### src/bfsd_pkg.sv
`timescale 1ns / 1ps
// ----------------------------------------------------------------------------
// bfsd_pkg
// Shared types and constants of the boiler frame sensor decoder.
// ----------------------------------------------------------------------------
package bfsd_pkg;

  localparam int NUM_ENTRIES = 10;
  localparam int MAX_FRAME   = 512;
  localparam int POS_W       = $clog2(MAX_FRAME);

  localparam int BYTE_W      = 8;
  localparam int IDX_W       = 4;
  localparam int VAL_W       = 15;
  localparam int ID_W        = 24;
  localparam int RAW_W       = 16;
  localparam int REC_W       = 32;

  localparam int NUM_PAIRS   = 5;
  localparam int PERCENT_REG = 5;
  localparam int CFG_W       = 48;
  localparam int CFG_IDX_W   = 3;
  localparam int PCT_W       = 4;

  localparam int LEN_POS     = 3;
  localparam int REC_START   = 5;
  localparam int REC_LEN     = 5;
  localparam int OFF_W       = $clog2(REC_LEN);

  localparam logic [BYTE_W-1:0] END_BYTE  = 8'h7D;
  localparam logic [RAW_W-1:0]  WRAP_ABOVE = 16'd65000;
  localparam logic [RAW_W-1:0]  VAL_MAX    = 16'd10000;

  localparam int Q_DEPTH = 2;
  localparam int Q_PTR_W = $clog2(Q_DEPTH);
  localparam int Q_CNT_W = $clog2(Q_DEPTH + 1);

  localparam logic [CFG_W-1:0] ID_PAIR_RESET [NUM_PAIRS] = '{
    48'd8796278095884,
    48'd8796311650314,
    48'd8797351837766,
    48'd8796227764239,
    48'd8797234397193
  };
  localparam logic [PCT_W-1:0] PERCENT_RESET = 4'd5;

  typedef struct packed {
    logic                    rec;
    logic                    fin;
    logic [ID_W-1:0]         id;
    logic signed [VAL_W-1:0] value;
  } cmd_t;

endpackage

### src/bfsd_front.sv
`timescale 1ns / 1ps
// ----------------------------------------------------------------------------
// bfsd_front
// Byte counter and record assembler: issues record and frame-end commands.
// ----------------------------------------------------------------------------
module bfsd_front (
  input  logic                         clk,
  input  logic                         rst_n,
  input  logic                         in_valid,
  output logic                         in_ready,
  input  logic [bfsd_pkg::BYTE_W-1:0]  in_rx_byte,
  output logic                         cmd_valid,
  input  logic                         cmd_ready,
  output bfsd_pkg::cmd_t               cmd
);

  localparam int CMP_W = bfsd_pkg::POS_W + bfsd_pkg::BYTE_W;

  logic [bfsd_pkg::POS_W-1:0]  pos_r;
  logic [bfsd_pkg::BYTE_W-1:0] len_r;
  logic                        known_r;
  logic [bfsd_pkg::OFF_W-1:0]  off_r;
  logic [bfsd_pkg::REC_W-1:0]  rec_r;

  logic                        take;
  logic                        at_len;
  logic                        in_body;
  logic                        not_sat;
  logic                        rec_done;
  logic                        fin;
  logic [bfsd_pkg::BYTE_W-1:0] len_eff;
  logic                        known_eff;
  logic [bfsd_pkg::POS_W:0]    count;
  logic [bfsd_pkg::RAW_W-1:0]  raw;
  logic signed [bfsd_pkg::VAL_W-1:0] value;

  always_comb begin
    not_sat   = pos_r < bfsd_pkg::POS_W'(bfsd_pkg::MAX_FRAME - 1);
    at_len    = pos_r == bfsd_pkg::POS_W'(bfsd_pkg::LEN_POS);
    in_body   = (pos_r >= bfsd_pkg::POS_W'(bfsd_pkg::REC_START)) && not_sat;
    rec_done  = in_body && (off_r == bfsd_pkg::OFF_W'(bfsd_pkg::REC_LEN - 1));
    len_eff   = at_len ? in_rx_byte : len_r;
    known_eff = known_r | at_len;
    count     = {1'b0, pos_r} + 1'b1;
    fin       = (in_rx_byte == bfsd_pkg::END_BYTE) && known_eff && (len_eff != '0) &&
                (CMP_W'(count) >= CMP_W'(len_eff));
    raw       = {rec_r[bfsd_pkg::BYTE_W-1:0], in_rx_byte};
    priority if (raw > bfsd_pkg::WRAP_ABOVE) begin
      value = raw[bfsd_pkg::VAL_W-1:0];
    end else if (raw > bfsd_pkg::VAL_MAX) begin
      value = '0;
    end else begin
      value = raw[bfsd_pkg::VAL_W-1:0];
    end
  end

  assign in_ready   = cmd_ready;
  assign take       = in_valid & in_ready;
  assign cmd_valid  = in_valid & (rec_done | fin);
  assign cmd.rec    = rec_done;
  assign cmd.fin    = fin;
  assign cmd.id     = rec_r[bfsd_pkg::REC_W-1:bfsd_pkg::BYTE_W];
  assign cmd.value  = value;

  always_ff @(posedge clk) begin
    if (!rst_n) begin
      pos_r   <= '0;
      len_r   <= '0;
      known_r <= 1'b0;
      off_r   <= '0;
    end else if (take) begin
      if (at_len) begin
        len_r   <= in_rx_byte;
        known_r <= 1'b1;
      end
      if (pos_r == bfsd_pkg::POS_W'(bfsd_pkg::REC_START - 1)) begin
        off_r <= '0;
      end else if (in_body) begin
        off_r <= rec_done ? '0 : off_r + 1'b1;
      end
      if (fin) begin
        pos_r <= '0;
      end else if (not_sat) begin
        pos_r <= pos_r + 1'b1;
      end
    end
  end

  always_ff @(posedge clk) begin
    if (take && in_body && !rec_done) begin
      rec_r <= {rec_r[bfsd_pkg::REC_W-bfsd_pkg::BYTE_W-1:0], in_rx_byte};
    end
  end

endmodule

### src/bfsd_queue.sv
`timescale 1ns / 1ps
// ----------------------------------------------------------------------------
// bfsd_queue
// Short command queue between the byte front and the table back.
// ----------------------------------------------------------------------------
module bfsd_queue (
  input  logic           clk,
  input  logic           rst_n,
  input  logic           push_valid,
  output logic           push_ready,
  input  bfsd_pkg::cmd_t push_cmd,
  output logic           pop_valid,
  input  logic           pop_ready,
  output bfsd_pkg::cmd_t pop_cmd
);

  bfsd_pkg::cmd_t                  mem_r [bfsd_pkg::Q_DEPTH];
  logic [bfsd_pkg::Q_PTR_W-1:0]    wr_r;
  logic [bfsd_pkg::Q_PTR_W-1:0]    rd_r;
  logic [bfsd_pkg::Q_CNT_W-1:0]    cnt_r;
  logic                            do_push;
  logic                            do_pop;

  assign push_ready = cnt_r != bfsd_pkg::Q_CNT_W'(bfsd_pkg::Q_DEPTH);
  assign pop_valid  = cnt_r != '0;
  assign pop_cmd    = mem_r[rd_r];
  assign do_push    = push_valid & push_ready;
  assign do_pop     = pop_valid & pop_ready;

  always_ff @(posedge clk) begin
    if (!rst_n) begin
      wr_r  <= '0;
      rd_r  <= '0;
      cnt_r <= '0;
    end else begin
      if (do_push) begin
        wr_r <= (wr_r == bfsd_pkg::Q_PTR_W'(bfsd_pkg::Q_DEPTH - 1)) ? '0 : wr_r + 1'b1;
      end
      if (do_pop) begin
        rd_r <= (rd_r == bfsd_pkg::Q_PTR_W'(bfsd_pkg::Q_DEPTH - 1)) ? '0 : rd_r + 1'b1;
      end
      unique case ({do_push, do_pop})
        2'b10:   cnt_r <= cnt_r + 1'b1;
        2'b01:   cnt_r <= cnt_r - 1'b1;
        default: cnt_r <= cnt_r;
      endcase
    end
  end

  always_ff @(posedge clk) begin
    if (do_push) begin
      mem_r[wr_r] <= push_cmd;
    end
  end

endmodule

### src/bfsd_back.sv
`timescale 1ns / 1ps
// ----------------------------------------------------------------------------
// bfsd_back
// Id table, entry store and frame-end drain into the output register.
// ----------------------------------------------------------------------------
module bfsd_back (
  input  logic                                clk,
  input  logic                                rst_n,
  input  logic                                cfg_we,
  input  logic [bfsd_pkg::CFG_IDX_W-1:0]      cfg_index,
  input  logic [bfsd_pkg::CFG_W-1:0]          cfg_data,
  input  logic                                cmd_valid,
  output logic                                cmd_ready,
  input  bfsd_pkg::cmd_t                      cmd,
  output logic                                out_valid,
  input  logic                                out_ready,
  output logic [bfsd_pkg::IDX_W-1:0]          out_entry_index,
  output logic signed [bfsd_pkg::VAL_W-1:0]   out_sensor_value,
  output logic                                out_is_percent,
  output logic                                out_last_of_frame
);

  localparam logic ST_IDLE  = 1'b0;
  localparam logic ST_DRAIN = 1'b1;

  logic [bfsd_pkg::CFG_W-1:0]        pair_r  [bfsd_pkg::NUM_PAIRS];
  logic [bfsd_pkg::PCT_W-1:0]        pct_r;
  logic signed [bfsd_pkg::VAL_W-1:0] value_r [bfsd_pkg::NUM_ENTRIES];
  logic [bfsd_pkg::NUM_ENTRIES-1:0]  valid_r;
  logic                              state_r;

  logic                              out_valid_r;
  logic [bfsd_pkg::IDX_W-1:0]        out_idx_r;
  logic signed [bfsd_pkg::VAL_W-1:0] out_val_r;
  logic                              out_pct_r;
  logic                              out_last_r;

  logic [bfsd_pkg::NUM_ENTRIES-1:0]  match;
  logic [bfsd_pkg::NUM_ENTRIES-1:0]  low_hot;
  logic [bfsd_pkg::IDX_W-1:0]        low_idx;
  logic                              take;
  logic                              load;
  logic [bfsd_pkg::ID_W-1:0]         ent_id;

  assign cmd_ready = state_r == ST_IDLE;
  assign take      = cmd_valid & cmd_ready;
  assign load      = (state_r == ST_DRAIN) && (valid_r != '0) && (!out_valid_r || out_ready);

  always_comb begin
    match = '0;
    for (int e = 0; e < bfsd_pkg::NUM_ENTRIES; e++) begin
      ent_id   = pair_r[e / 2][(e % 2) * bfsd_pkg::ID_W +: bfsd_pkg::ID_W];
      match[e] = ent_id == cmd.id;
    end
  end

  always_comb begin
    low_hot = '0;
    low_idx = '0;
    for (int e = bfsd_pkg::NUM_ENTRIES - 1; e >= 0; e--) begin
      if (valid_r[e]) begin
        low_hot = '0;
        low_hot[e] = 1'b1;
        low_idx = bfsd_pkg::IDX_W'(e);
      end
    end
  end

  always_ff @(posedge clk) begin
    if (!rst_n) begin
      for (int k = 0; k < bfsd_pkg::NUM_PAIRS; k++) begin
        pair_r[k] <= bfsd_pkg::ID_PAIR_RESET[k];
      end
      pct_r <= bfsd_pkg::PERCENT_RESET;
    end else if (cfg_we) begin
      for (int k = 0; k < bfsd_pkg::NUM_PAIRS; k++) begin
        if (cfg_index == bfsd_pkg::CFG_IDX_W'(k)) begin
          pair_r[k] <= cfg_data;
        end
      end
      if (cfg_index == bfsd_pkg::CFG_IDX_W'(bfsd_pkg::PERCENT_REG)) begin
        pct_r <= cfg_data[bfsd_pkg::PCT_W-1:0];
      end
    end
  end

  always_ff @(posedge clk) begin
    if (!rst_n) begin
      state_r     <= ST_IDLE;
      valid_r     <= '0;
      out_valid_r <= 1'b0;
    end else begin
      if (out_ready) begin
        out_valid_r <= 1'b0;
      end
      unique case (state_r)
        ST_IDLE: begin
          if (take) begin
            if (cmd.rec) begin
              valid_r <= valid_r | match;
            end
            if (cmd.fin) begin
              state_r <= ST_DRAIN;
            end
          end
        end
        ST_DRAIN: begin
          if (valid_r == '0) begin
            state_r <= ST_IDLE;
          end else if (load) begin
            valid_r     <= valid_r & ~low_hot;
            out_valid_r <= 1'b1;
          end
        end
        default: state_r <= ST_IDLE;
      endcase
    end
  end

  always_ff @(posedge clk) begin
    if (take && cmd.rec) begin
      for (int e = 0; e < bfsd_pkg::NUM_ENTRIES; e++) begin
        if (match[e]) begin
          value_r[e] <= cmd.value;
        end
      end
    end
    if (load) begin
      out_idx_r  <= low_idx;
      out_val_r  <= value_r[low_idx];
      out_pct_r  <= low_idx == pct_r;
      out_last_r <= (valid_r & ~low_hot) == '0;
    end
  end

  assign out_valid         = out_valid_r;
  assign out_entry_index   = out_idx_r;
  assign out_sensor_value  = out_val_r;
  assign out_is_percent    = out_pct_r;
  assign out_last_of_frame = out_last_r;

endmodule

### src/boiler_frame_sensor_decoder.sv
// Output: a frame-end item passes through the command queue and the drain state into
//   the output register; a frame's results follow one per cycle while out_ready holds.
// Throughput: one item per cycle while the two-entry command queue has room; the
//   back end takes one command at a time and accepts none while it drains a frame.
// Reset: synchronous, active low; ids and percent entry return to defaults, counters,
//   queue and all entry match flags clear.
`timescale 1ns / 1ps
// ----------------------------------------------------------------------------
// boiler_frame_sensor_decoder
// Decodes sensor records of heating-controller frames and reports them per entry.
// ----------------------------------------------------------------------------
module boiler_frame_sensor_decoder (
  input  logic                                clk,
  input  logic                                rst_n,
  input  logic                                cfg_we,
  input  logic [bfsd_pkg::CFG_IDX_W-1:0]      cfg_index,
  input  logic [bfsd_pkg::CFG_W-1:0]          cfg_data,
  input  logic                                in_valid,
  output logic                                in_ready,
  input  logic [bfsd_pkg::BYTE_W-1:0]         in_rx_byte,
  output logic                                out_valid,
  input  logic                                out_ready,
  output logic [bfsd_pkg::IDX_W-1:0]          out_entry_index,
  output logic signed [bfsd_pkg::VAL_W-1:0]   out_sensor_value,
  output logic                                out_is_percent,
  output logic                                out_last_of_frame
);

  logic           f_valid;
  logic           f_ready;
  bfsd_pkg::cmd_t f_cmd;
  logic           b_valid;
  logic           b_ready;
  bfsd_pkg::cmd_t b_cmd;

  bfsd_front u_front (
    .clk        (clk),
    .rst_n      (rst_n),
    .in_valid   (in_valid),
    .in_ready   (in_ready),
    .in_rx_byte (in_rx_byte),
    .cmd_valid  (f_valid),
    .cmd_ready  (f_ready),
    .cmd        (f_cmd)
  );

  bfsd_queue u_queue (
    .clk        (clk),
    .rst_n      (rst_n),
    .push_valid (f_valid),
    .push_ready (f_ready),
    .push_cmd   (f_cmd),
    .pop_valid  (b_valid),
    .pop_ready  (b_ready),
    .pop_cmd    (b_cmd)
  );

  bfsd_back u_back (
    .clk               (clk),
    .rst_n             (rst_n),
    .cfg_we            (cfg_we),
    .cfg_index         (cfg_index),
    .cfg_data          (cfg_data),
    .cmd_valid         (b_valid),
    .cmd_ready         (b_ready),
    .cmd               (b_cmd),
    .out_valid         (out_valid),
    .out_ready         (out_ready),
    .out_entry_index   (out_entry_index),
    .out_sensor_value  (out_sensor_value),
    .out_is_percent    (out_is_percent),
    .out_last_of_frame (out_last_of_frame)
  );

endmodule

### config.mk
export PLATFORM = sky130hd
export DESIGN_NAME = boiler_frame_sensor_decoder
export DESIGN_NICKNAME = d
export VERILOG_FILES = /design/src/bfsd_pkg.sv /design/src/bfsd_front.sv /design/src/bfsd_queue.sv /design/src/bfsd_back.sv /design/src/boiler_frame_sensor_decoder.sv
export SDC_FILE = /design/constraint.sdc
export NUM_CORES = 1
export LEC_CHECK = 0
export BUFFER_PORTS_ARGS = -buffer_cell sky130_fd_sc_hd__clkbuf_2
export CORE_MARGIN = 1.5
export CORE_UTILIZATION = 45
export DETAILED_ROUTE_END_ITERATION = 10
export GPL_TIMING_DRIVEN = 0
export PLACE_DENSITY = 0.69
export SLEW_MARGIN = 20
export SYNTH_ARGS = -nofsm -noshare
export SYNTH_HDL_FRONTEND = slang
export SYNTH_HIERARCHICAL = 1
export SYNTH_SLANG_ARGS = --single-unit
### constraint.sdc
create_clock -name clk -period 4.7 [get_ports clk]
set_clock_uncertainty 0.05 [all_clocks]
set_input_delay 0.47 -clock clk [delete_from_list [all_inputs] [get_ports clk]]
set_output_delay 0.47 -clock clk [all_outputs]
set_load 0.01 [all_outputs]
Word level (Yosys, flattened, before mapping). Memories as Yosys holds them, arrays and structs flattened. A register that Yosys moved wholly into a read port is not among the register bits. Cells that the tools add are included.

Bits in registers: 79. Memory bits (writable): 472. Bits of input ports: 64. Output and inout port bits: 23. Word-level logic and storage cells: 203. Memories kept: 3.

Add/sub/neg operators: 7. Order comparisons: 5. Eq/ne operators: 27. Mux-type cells: 104. Bitwise gates (word level): 15. Reduce and logical (&&, ||, !) cells: 27.

Memory list: u_back.pair_r (words 5, width 48, rd ports 5, clocked after Yosys merged registers in 0, wr ports 5, RTL line bfsd_back.sv:26) `logic [bfsd_pkg::CFG_W-1:0] pair_r [bfsd_pkg::NUM_PAIRS];`; u_back.value_r (words 10, width 15, rd ports 1, clocked after Yosys merged registers in 1, wr ports 10, RTL line bfsd_back.sv:28) `logic signed [bfsd_pkg::VAL_W-1:0] value_r [bfsd_pkg::NUM_ENTRIES];`; u_queue.mem_r (words 2, width 41, rd ports 1, clocked after Yosys merged registers in 1, wr ports 1, RTL line bfsd_queue.sv:17) `bfsd_pkg::cmd_t mem_r [bfsd_pkg::Q_DEPTH];`.

Operator list (count): $eq A24 B24 Y1 (10); $mux W48 (5); $mux W10 (14); $mux W1 (64); $mux W4 (10); $mux W15 (2); $logic_not A10 Y1 (2); $pmux W10 S2 (1); $mux W9 (2); $gt A16 B14 Y1 const B (1); $gt A16 B16 Y1 const B (1); $add A9 B1 Y10 const B (1); $and A10 B10 Y10 (1); $ge A10 B8 Y1 (1); $logic_and A1 B1 Y1 (10); $ne A2 B2 Y1 const B (5); $not A10 Y10 (1); $or A10 B10 Y10 (1); $reduce_bool A10 Y1 (1); $add A9 B1 Y9 const B (1); $eq A3 B3 Y1 const B (3); $eq A9 B2 Y1 const B (1); $eq A9 B3 Y1 const B (1); $ge A9 B3 Y1 const B (1); 25 further kinds (45).

Longest topological paths before layout. Gate-level depths: netlist of run 1.

Depth after elaboration: 15. Depth in mapped cells: 16. Gate-level depth less buffers: 15.

Cells and area by module. Netlist of run 1, hierarchy kept.

Modules (own cells, without submodules): bfsd_back (times used 1, cells each 1209, area each 18132.4 um2, sequential area each 12662.1 um2); bfsd_queue (times used 1, cells each 152, area each 3183.1 um2, sequential area each 2562.5 um2); bfsd_front (times used 1, cells each 260, area each 2880.3 um2, sequential area each 1381.3 um2).

Worst setup path after synthesis of run 1. Ideal clock, no wire load.

Path type: input to register. From: in cfg_index[0] in the netlist's numbering. To: mem u_back/pair_r[0][0] in the netlist's numbering, enable pin. Setup time: 0.526 ns. Arrival: 4.207 ns. Required time: 4.124 ns. Setup slack: -0.083 ns. Stages: 2. Buffers on the path: 0. Cells stage by stage: nand2b_1 o31ai_1.

RTL lines: from (decl) (RTL line boiler_frame_sensor_decoder.sv:16) `input logic [bfsd_pkg::CFG_IDX_W-1:0] cfg_index,`; to (decl) (RTL line bfsd_back.sv:26).

==> results.ini, run 1 <==
[yosys]
postSynth.asyncResetShare_pct = 0
netlist_instances = 1621
post-synth-top-count-cell = edfxtp_1
synth_flop_cell = edfxtp_1
yosys_warnings = 6
ys_top_cells_by_area = edfxtp_1 65%, xor2_1 7.5%, dfxtp_1 3.5%, mux2_2 2.5%, xnor2_1 1.7%
synth_commonest_cells = 525 x edfxtp_1, 207 x xor2_1, 70 x nand3_1
synth_area_leader_cell = edfxtp_1
yosysSeqAreaShare_pct = 68.6
synth_edf_count = 525
synth_top_area_share_pct = 65.2
syn_nets = 1699
synth-seq-cells = 567
avgSynthCellArea_um2 = 14.9
syn_area_mm2 = 0.0242
synth_cell_types = 71

[finish]
nets = 1887
drive_above_1_share_pct = 21.1
layout.cells.non_filler = 2543
final_area_mm2 = 0.0279
area_growth_pct = 15.3

[placed_design]
dpl.hpwl_um = 39700
gp_congestion = 0.872
placed_area_mm2 = 0.0261
dp.cells = 2439
io_buffers = 86

[global_routing]
grt_max_degree = 33
antenna_found_initial = 3
grt_use_total_pct = 20.2
grt_pass1_wl_um = 84400
grt-ovfl-total = 0
grt_pass1_vias = 13900

[sta]
slew_violations = 0
final-setup-viol-count = 0
tns_ns = 0
hold_viol = 0
rsz0062_at_grt = false
timing.final.crit_period_ns = 4.32
tightest_slew_ns = 1.09
slew_headroom_pct = 27.4
period_share_pct = 91.9
clock.fmax_ghz = 0.231
fin_hold_ws_ns = 0.0993

[floorplanning]
rows = 84
ioPinCount = 87
initial_core_util_pct = 45.8
die_area_mm2 = 0.0552
die_w_um = 235
die_h_um = 235
coreArea_mm2 = 0.0529

[critical_path]
crit_path_end_kind = flip-flop
crit_fanout = 10
critPathKind = flip-flop to flip-flop
critPathLaunchType = flip-flop
cp_data_required_time_ns = 4.98
crit_arrival_ns = 4.61

[clock_tree]
cts-hold-fix-buffers = 0
cts_root_buf = clkbuf_16
clock_latency_ns = 0.62
path_clk_slew_ns = 0.06
cts_made_buffers = 56
cts_buffer_depth = 3
cts_sinks = 567
cts_tree = done
postCtsSetupRepairBufs = 0
htreeDepth = 2
cts_resized = 0

[detailed_routing]
finalWirelength_um = 55900
drcViolationCount = 0
first_iter_violations = 1266
num_vias = 13900
drtPass1Iterations = 6
wl_per_cell_um = 22.0
viasPerCell = 5.48
ant_nets = 0

[pwr]
power_density_mw_per_mm2 = 378
vdd_drop_max_mv = 0.280
power.leakage_nw = 9.95

[outcome]
status = finished, final reports clean

[worst_hold_path]
min_path_type = primary input to flip-flop

[flow_run]
cap_viol_max_count = 0

[path summary, 6_finish.rpt]
path,to,slack [ns],start,depth (start not counted)
worst min register to register,u_front/rec_r[28],0.40,u_front/rec_r[20],0
worst min-delay path,u_back/pair_r[0][102],0.1,cfg_data[6],2
worst max register to register,u_back/value_r[4][8],0.38,flip-flop,11
worst max-delay path,u_back/value_r[4][8],0.38,flip-flop,11
[power by group]
part / internal [mW] / switching [mW]
logic: 0.154 / 0.232
registers: 5.66 / 0.0756
clock network: 2.52 / 1.91
total: 8.34 / 2.22
[metal layers]
metal  vias up  track usage [%]  share of wire (%)
li1       6400                -                  -
met1      6895             27.8                 43
met2       549             32.7                 47
met3        90             3.99                7.7
met4         0             5.88                2.6
met5         -                0                  0
[critical path, stage by stage (launching register included)]
cell	delay (ns)
dfxtp_1	0.30
clkbuf_1	0.21
buf_2	0.35
mux2_2	0.23
clkbuf_1	0.80
xor2_1	0.15
nor4_1	0.51
nand3_1	0.28
nor4_2	0.43
buf_2	0.30
buf_2	0.23
buf_4	0.19
[stage by stage]
step	setup slack (ns)	power [mW]	util (%)
floorplan	0.00899	6.05	-
global placement	-2.44	6.19	48.2
detailed placement	0.474	6.22	49.3
CTS	0.488	10.6	52.8
global route	0.268	10.9	52.8
finish	0.379	10.6	52.8
[state kept, by name, indices dropped and copies added, names as in the netlist, 8 cells and up, named ones only]
name,flops
u_front/rec_r,32
u_front/len_r,8
u_back/pair_r,240
u_back/valid_r,10
u_back/out_sensor_value,15
u_queue/mem_r,82
u_back/value_r,150
u_front/pos_r,9
[placed cells by master (no fill, tap or decap), types with 48 or more instances in the layout]
| cell type | instances |
|---|---|
| nand2_1 | 55 |
| buf_2 | 54 |
| and2_1 | 54 |
| xor2_1 | 207 |
| mux2_2 | 54 |
| edfxtp_1 | 525 |
| nand3_1 | 70 |
| clkbuf_16 | 56 |
| xnor2_1 | 48 |
| clkbuf_2 | 86 |
| a21oi_1 | 65 |
[logic make-up (layout without fill, tap and decap cells)]
kind of cell	Yosys count	after routing	share of synthesized area, %
compound gates	212	212	6.36
other cells	0	1	0
xor+xnor	255	255	9.23
flops	567	567	68.6
fa+ha+maj	16	16	0.807
buf+inv	124	357	2.75
mux	78	78	3.52
simple gates	369	369	8.70
[layout make-up]
class | instances | area, um^2
timing repair buffer | 130 | 903
clock inverter | 40 | 389
antenna | 1 | 2.50
fill | 4207 | 25000
buffer | 107 | 601
inverter | 17 | 63.8
tap | 688 | 861
multi-input combinational | 930 | 7050
clock buffer | 63 | 1430
sequential | 567 | 16600
Power figures use the tool's default switching activity.
==> run 2, diff against run 1 <==
- PLACE_DENSITY: 0.69 -> 0.67
- clock period: 4.7 -> 4.2 ns (I/O delays scaled with it)
==> run 2 against run 1 <==
Critical path depth is the same. Maximum frequency grew 8.4%. Final area is essentially flat. Clock power grew 12%. Register-to-register slack lost 0.17 ns. Power grew 12%. Flip-flop and latch count is the same. Via count grew 1.0%. Critical path type unchanged. First-iteration DRC count grew 5.1%.
==> results.ini, run 2 (synthesized netlist as in run 1, its figures left out) <==
[detailed_routing]
drcViolationCount = 0  ; unchanged
finalWirelength_um = 57800  ; +3.5%
ant_nets = 0  ; unchanged
viasPerCell = 5.55  ; +1.3%
first_iter_violations = 1330  ; +5.1%
wl_per_cell_um = 22.8  ; +3.8%
num_vias = 14100  ; +1.0%
drtPass1Iterations = 6  ; unchanged

[floorplanning]
die_h_um = 235  ; unchanged
rows = 84  ; unchanged
die_w_um = 235  ; unchanged
coreArea_mm2 = 0.0529  ; unchanged
die_area_mm2 = 0.0552  ; unchanged
ioPinCount = 87  ; unchanged
initial_core_util_pct = 45.8  ; unchanged

[critical_path]
critPathLaunchType = flip-flop
critPathKind = flip-flop to flip-flop
r2r_slack_ns = 0.21  ; -0.17 ns
crit_fanout = 10  ; unchanged
crit_path_end_kind = flip-flop
cp_data_required_time_ns = 4.45  ; -0.53 ns
crit_arrival_ns = 4.24  ; -0.37 ns

[global_routing]
grt_pass1_vias = 14000  ; +0.96%
grt_max_degree = 26  ; -21%
antenna_found_initial = 0  ; -3
grt_use_total_pct = 20.8  ; +0.54 points
grt_pass1_wl_um = 86500  ; +2.6%
grt-ovfl-total = 0  ; unchanged

[clock_tree]
cts_root_buf = clkbuf_16
clock_latency_ns = 0.61  ; about the same
htreeDepth = 2  ; unchanged
cts_sinks = 567  ; unchanged
cts_tree = done
cts_made_buffers = 56  ; unchanged
path_clk_slew_ns = 0.06  ; about the same
cts_buffer_depth = 3  ; unchanged
postCtsSetupRepairBufs = 0  ; unchanged

[worst_hold_path]
min_path_type = primary input to flip-flop

[sta]
tightest_slew_ns = 1.06  ; -0.0304 ns
slew_headroom_pct = 29.4  ; +2.0 points
period_share_pct = 94.9  ; +3.0 points
final-setup-viol-count = 0  ; unchanged
slew_violations = 0  ; unchanged
hold_viol = 0  ; unchanged
fin_ws_ns = 0.213  ; -0.166 ns
timing.final.crit_period_ns = 3.99  ; -0.334 ns
rsz0062_at_grt = false
tns_ns = 0  ; unchanged
clock.fmax_ghz = 0.251  ; +8.4%

[placed_design]
dp.cells = 2438  ; -0.041%
place_ws_ns = -0.0375  ; -0.511 ns
placed_area_mm2 = 0.0261  ; about the same
gp_congestion = 0.850  ; -2.6%
io_buffers = 86  ; unchanged
dpl.hpwl_um = 40400  ; +1.7%

[finish]
layout.cells.non_filler = 2536  ; -0.28%
drive_above_1_share_pct = 20.9  ; -0.15 points
layout_commonest_cell = edfxtp_1
largest_reg_flops = 240  ; unchanged
top_register = u_back/pair_r
diodes = 0  ; -1
layout_common_cells = 525 x edfxtp_1, 207 x xor2_1, 87 x clkbuf_2
area_growth_pct = 15.4  ; about the same
largestRegisters = u_back/pair_r: 240 flops, u_back/value_r: 150 flops, u_queue/mem_r: 82 flops
nets = 1879  ; -0.42%
final_area_mm2 = 0.0279  ; about the same

[pwr]
switching_share_pct = 20.5  ; -0.50 points
vdd_drop_max_mv = 0.282  ; +0.74%
power_density_mw_per_mm2 = 424  ; +12%
combPwrFrac_pct = 3.7  ; about the same
intPower_mw = 9.41  ; +13%
power.leakage_nw = 9.94  ; about the same
clockPowerShare_pct = 42.1  ; about the same
power_switching_mw = 2.43  ; +9.5%
pwr-share-seq_pct = 54.2  ; about the same

[outcome]
status = finished, final reports clean

[flow_run]
cap_viol_max_count = 0  ; unchanged

==> run 2: changes by cell type in the layout (fill, tap and decap cells not counted), sizes merged <==
| cell | previous run | this run |
|---|---|---|
| buf | 112 | 111 |
| dlygate4sd3 | 0 | 1 |
| clkinvlp | 5 | 3 |
| diode | 1 | 0 |
| bufinv | 6 | 5 |
| clkinv | 25 | 17 |
| inv | 21 | 19 |
| clkbuf | 188 | 195 |
==> run 2: worst paths after layout <==
path | startpoint | endpoint | depth (start not counted)
worst max-delay path | flip-flop | u_back/value_r[5][11] | 11
worst min-delay path | cfg_data[27] | u_back/pair_r[0][219] | 2
worst max register to register | flip-flop | u_back/value_r[5][11] | 11
worst min register to register | u_front/rec_r[12] | u_front/rec_r[20] | 0
==> run 2: area by class of cell <==
class | count | area, um^2
flip-flops and latches | 567 | 16600
plain buffers | 99 | 572
repair buffers | 130 | 908
clock buffers | 78 | 1570
clock inverters | 27 | 263
well taps | 688 | 861
inverters | 17 | 63.8
fillers | 4178 | 25000
multi-input cells | 930 | 7070
==> run 2: what timing repair did <==
| action | in CTS | in global routing |
|---|---|---|
| gates resized for setup | 1 | 4 |
| endpoints found under the hold margin | 1 | 0 |
| endpoints found under the setup margin | 11 | 87 |
| hold buffers | 1 | 0 |
==> run 2: metal layers <==
layer  wire, um  up-vias  track usage [%]
met4       1260        0             5.80
li1           -     6383                -
met3       4560       84             4.83
met5          0        -                0
met1      24500     7082             28.2
met2      27500      525             33.5
==> run 2: per-stage QoR <==
step	hold WS (ns)	util [%]	total power [mW]
2_1_floorplan	0.378	-	6.76
4_1_cts	0.0342	52.8	11.9
5_1_grt	0.0547	52.8	12.2
3_5_place_dp	0.391	49.3	6.96
3_3_place_gp	0.390	48.2	6.92
6_report	0.0640	52.8	11.8
==> run 2: power groups by stage <==
stage                     clock, mW  sequential [mW]  combinational (mW)
after floorplan                   0             6.53               0.236
after global placement            0             6.55               0.376
after detailed placement          0             6.54               0.425
after CTS                      5.06             6.42               0.431
after global routing           5.28             6.43               0.469
final                          4.98             6.42               0.435
==> run 2: worst max-delay path: stages (launching register included) <==
cell,delay (ns)
dfxtp_1,0.31
clkbuf_1,0.20
buf_2,0.33
mux2_2,0.40
clkbuf_2,0.36
xor2_1,0.27
nor4_1,0.30
nand3_1,0.21
nor4_2,0.50
buf_2,0.32
buf_4,0.19
buf_2,0.23
==> run 3, diff against run 2 <==
- CTS_BUF_LIST: default -> sky130_fd_sc_hd__clkbuf_8 sky130_fd_sc_hd__clkbuf_16
==> run 3 against run 2 <==
Highest routed layer unchanged. Combinational power about the same. Global-route usage unchanged. Clock-buffer cell count down 15. Clock power about the same. Sequential power about the same. Power down 0.24%. Final area unchanged. Worst hold slack about the same. Sequential share of layout area unchanged. Die area unchanged. Register-to-register slack better by 0.03 ns.
==> results.ini, run 3 (synthesized netlist as in run 1, its figures left out) <==
[critical_path]
crit_fanout = 25  ; +15
ff2ff_path_depth = 13  ; +2
r2r-end = u_queue/mem_r[1][27]
critPathKind = flip-flop to flip-flop
regToRegStartpoint = u_front/pos_r[1]
critPathLaunchType = flip-flop
crit_arrival_ns = 4.25  ; about the same
crit_path_end_kind = flip-flop
r2r_slack_ns = 0.24  ; +0.03 ns
cp_data_required_time_ns = 4.50  ; +0.05 ns

[flow_run]
cap_viol_max_count = 0  ; unchanged

[finish]
fin_util_pct = 52.8  ; unchanged
largest_reg_flops = 240  ; unchanged
area_growth_pct = 15.4  ; unchanged
top_register = u_back/pair_r
diodes = 0  ; unchanged
layout_commonest_cell = edfxtp_1
final_area_mm2 = 0.0279  ; unchanged
drive_above_1_share_pct = 20.9  ; unchanged
layout.cells.non_filler = 2536  ; unchanged
largestRegisters = u_back/pair_r: 240 flops, u_back/value_r: 150 flops, u_queue/mem_r: 82 flops
nets = 1879  ; unchanged
layout_common_cells = 525 x edfxtp_1, 207 x xor2_1, 87 x clkbuf_2

[floorplanning]
ioPinCount = 87  ; unchanged
die_h_um = 235  ; unchanged
initial_core_util_pct = 45.8  ; unchanged
coreArea_mm2 = 0.0529  ; unchanged
die_w_um = 235  ; unchanged
die_area_mm2 = 0.0552  ; unchanged
rows = 84  ; unchanged

[clock_tree]
cts_buffer_depth = 3  ; unchanged
cts_tree = done
path_clk_slew_ns = 0.06  ; about the same
cts_root_buf = clkbuf_16
cts_made_buffers = 56  ; unchanged
cts_sinks = 567  ; unchanged
htreeDepth = 2  ; unchanged
clock_latency_ns = 0.61  ; about the same
postCtsSetupRepairBufs = 0  ; unchanged

[placed_design]
placed_area_mm2 = 0.0261  ; unchanged
io_buffers = 86  ; unchanged
dp.cells = 2438  ; unchanged
gp_congestion = 0.850  ; unchanged
place_ws_ns = -0.0375  ; unchanged
dpl.hpwl_um = 40400  ; unchanged

[worst_hold_path]
hold_path_depth = 2  ; unchanged
holdCritStartpoint = cfg_data[27]
min_delay_worst_endpoint = u_back/pair_r[0][219]
min_path_type = primary input to flip-flop

[outcome]
status = finished, final reports clean

[global_routing]
grt_pass1_wl_um = 86500  ; unchanged
grt_max_degree = 26  ; unchanged
grt_use_total_pct = 20.8  ; unchanged
grt-ovfl-total = 0  ; unchanged
grt_pass1_vias = 14000  ; unchanged
antenna_found_initial = 0  ; unchanged

[pwr]
power.leakage_nw = 10.0  ; +0.63%
power_density_mw_per_mm2 = 423  ; -0.24%
vdd_drop_max_mv = 0.283  ; about the same

[detailed_routing]
viasPerCell = 5.54  ; -0.17%
first_iter_violations = 1309  ; -1.6%
num_vias = 14100  ; -0.17%
finalWirelength_um = 57900  ; about the same
drcViolationCount = 0  ; unchanged
drtPass1Iterations = 6  ; unchanged
wl_per_cell_um = 22.8  ; about the same
ant_nets = 0  ; unchanged

[sta]
slew_headroom_pct = 28.1  ; -1.3 points
period_share_pct = 94.2  ; -0.75 points
timing.final.crit_period_ns = 3.96  ; -0.0315 ns
clock.fmax_ghz = 0.253  ; +0.80%
fin_ws_ns = 0.245  ; +0.0315 ns
tightest_slew_ns = 1.08  ; +0.0188 ns
hold_viol = 0  ; unchanged
rsz0062_at_grt = false
final-setup-viol-count = 0  ; unchanged
slew_violations = 0  ; unchanged

## run 3: what timing repair did
action | 4_1_cts | 5_1_grt
resized for setup | 1 | 4
endpoints found under the setup margin | 11 | 87
hold buffers | 1 | 0
endpoints found under the hold margin | 1 | 0
## run 3: power by group
part	switching [mW]	internal, mW	total [mW]
Combinational	0.260	0.174	0.434
Clock	2.09	2.86	4.96
Sequential	0.0872	6.33	6.42
Total	2.44	9.37	11.8
## run 3: final cells by class
cell class | count | area [um^2]
repair buffers | 130 | 908
flip-flops and latches | 567 | 16600
clock inverters | 42 | 319
inverters | 17 | 63.8
multi-input cells | 930 | 7070
plain buffers | 99 | 572
fillers | 4178 | 25000
clock buffers | 63 | 1510
well taps | 688 | 861
## run 3: worst max-delay path by stage
stage	start	slack, ns	cells past startpoint	end
final	u_front/pos_r[1]	0.24	13	u_queue/mem_r[1][27]
after global routing	flip-flop	0.03	11	u_back/value_r[9][11]
after CTS	flip-flop	0.0009	11	u_back/value_r[5][11]
after detailed placement	flip-flop	-0.04	11	u_back/value_r[9][11]
after global placement	flip-flop	-2.31	8	u_back/value_r[5][10]
after floorplan	flip-flop	0.24	8	u_back/value_r[4][0]
## run 3: per-stage QoR
step	total power [mW]	hold slack, ns	setup TNS, ns
after floorplan	6.76	0.378	0
after global placement	6.92	0.390	-494.20
after detailed placement	6.96	0.391	-0.404
after CTS	11.9	0.0340	0
after global routing	12.2	0.0544	0
final	11.8	0.0644	0
## run 3: routing by layer
metal / GRT usage [%] / vias up / share of wire, %
met5: 0 / - / 0
met4: 5.80 / 0 / 2.1
met1: 28.2 / 7076 / 43
li1: - / 6378 / -
met3: 4.83 / 78 / 7.8
met2: 33.5 / 518 / 48
## run 3: worst max-delay path, cell delays in order, from the launching register on
cell     delay, ns
dfxtp_1       0.42
ha_2          0.29
nor4b_4       0.31
nand2_4       0.18
mux2_2        0.32
ha_1          0.27
nor2_1        0.08
a21oi_1       0.07
o31a_1        0.23
o41a_1        0.43
buf_6         0.16
o21a_1        0.22
and3_2        0.40
buf_12        0.25
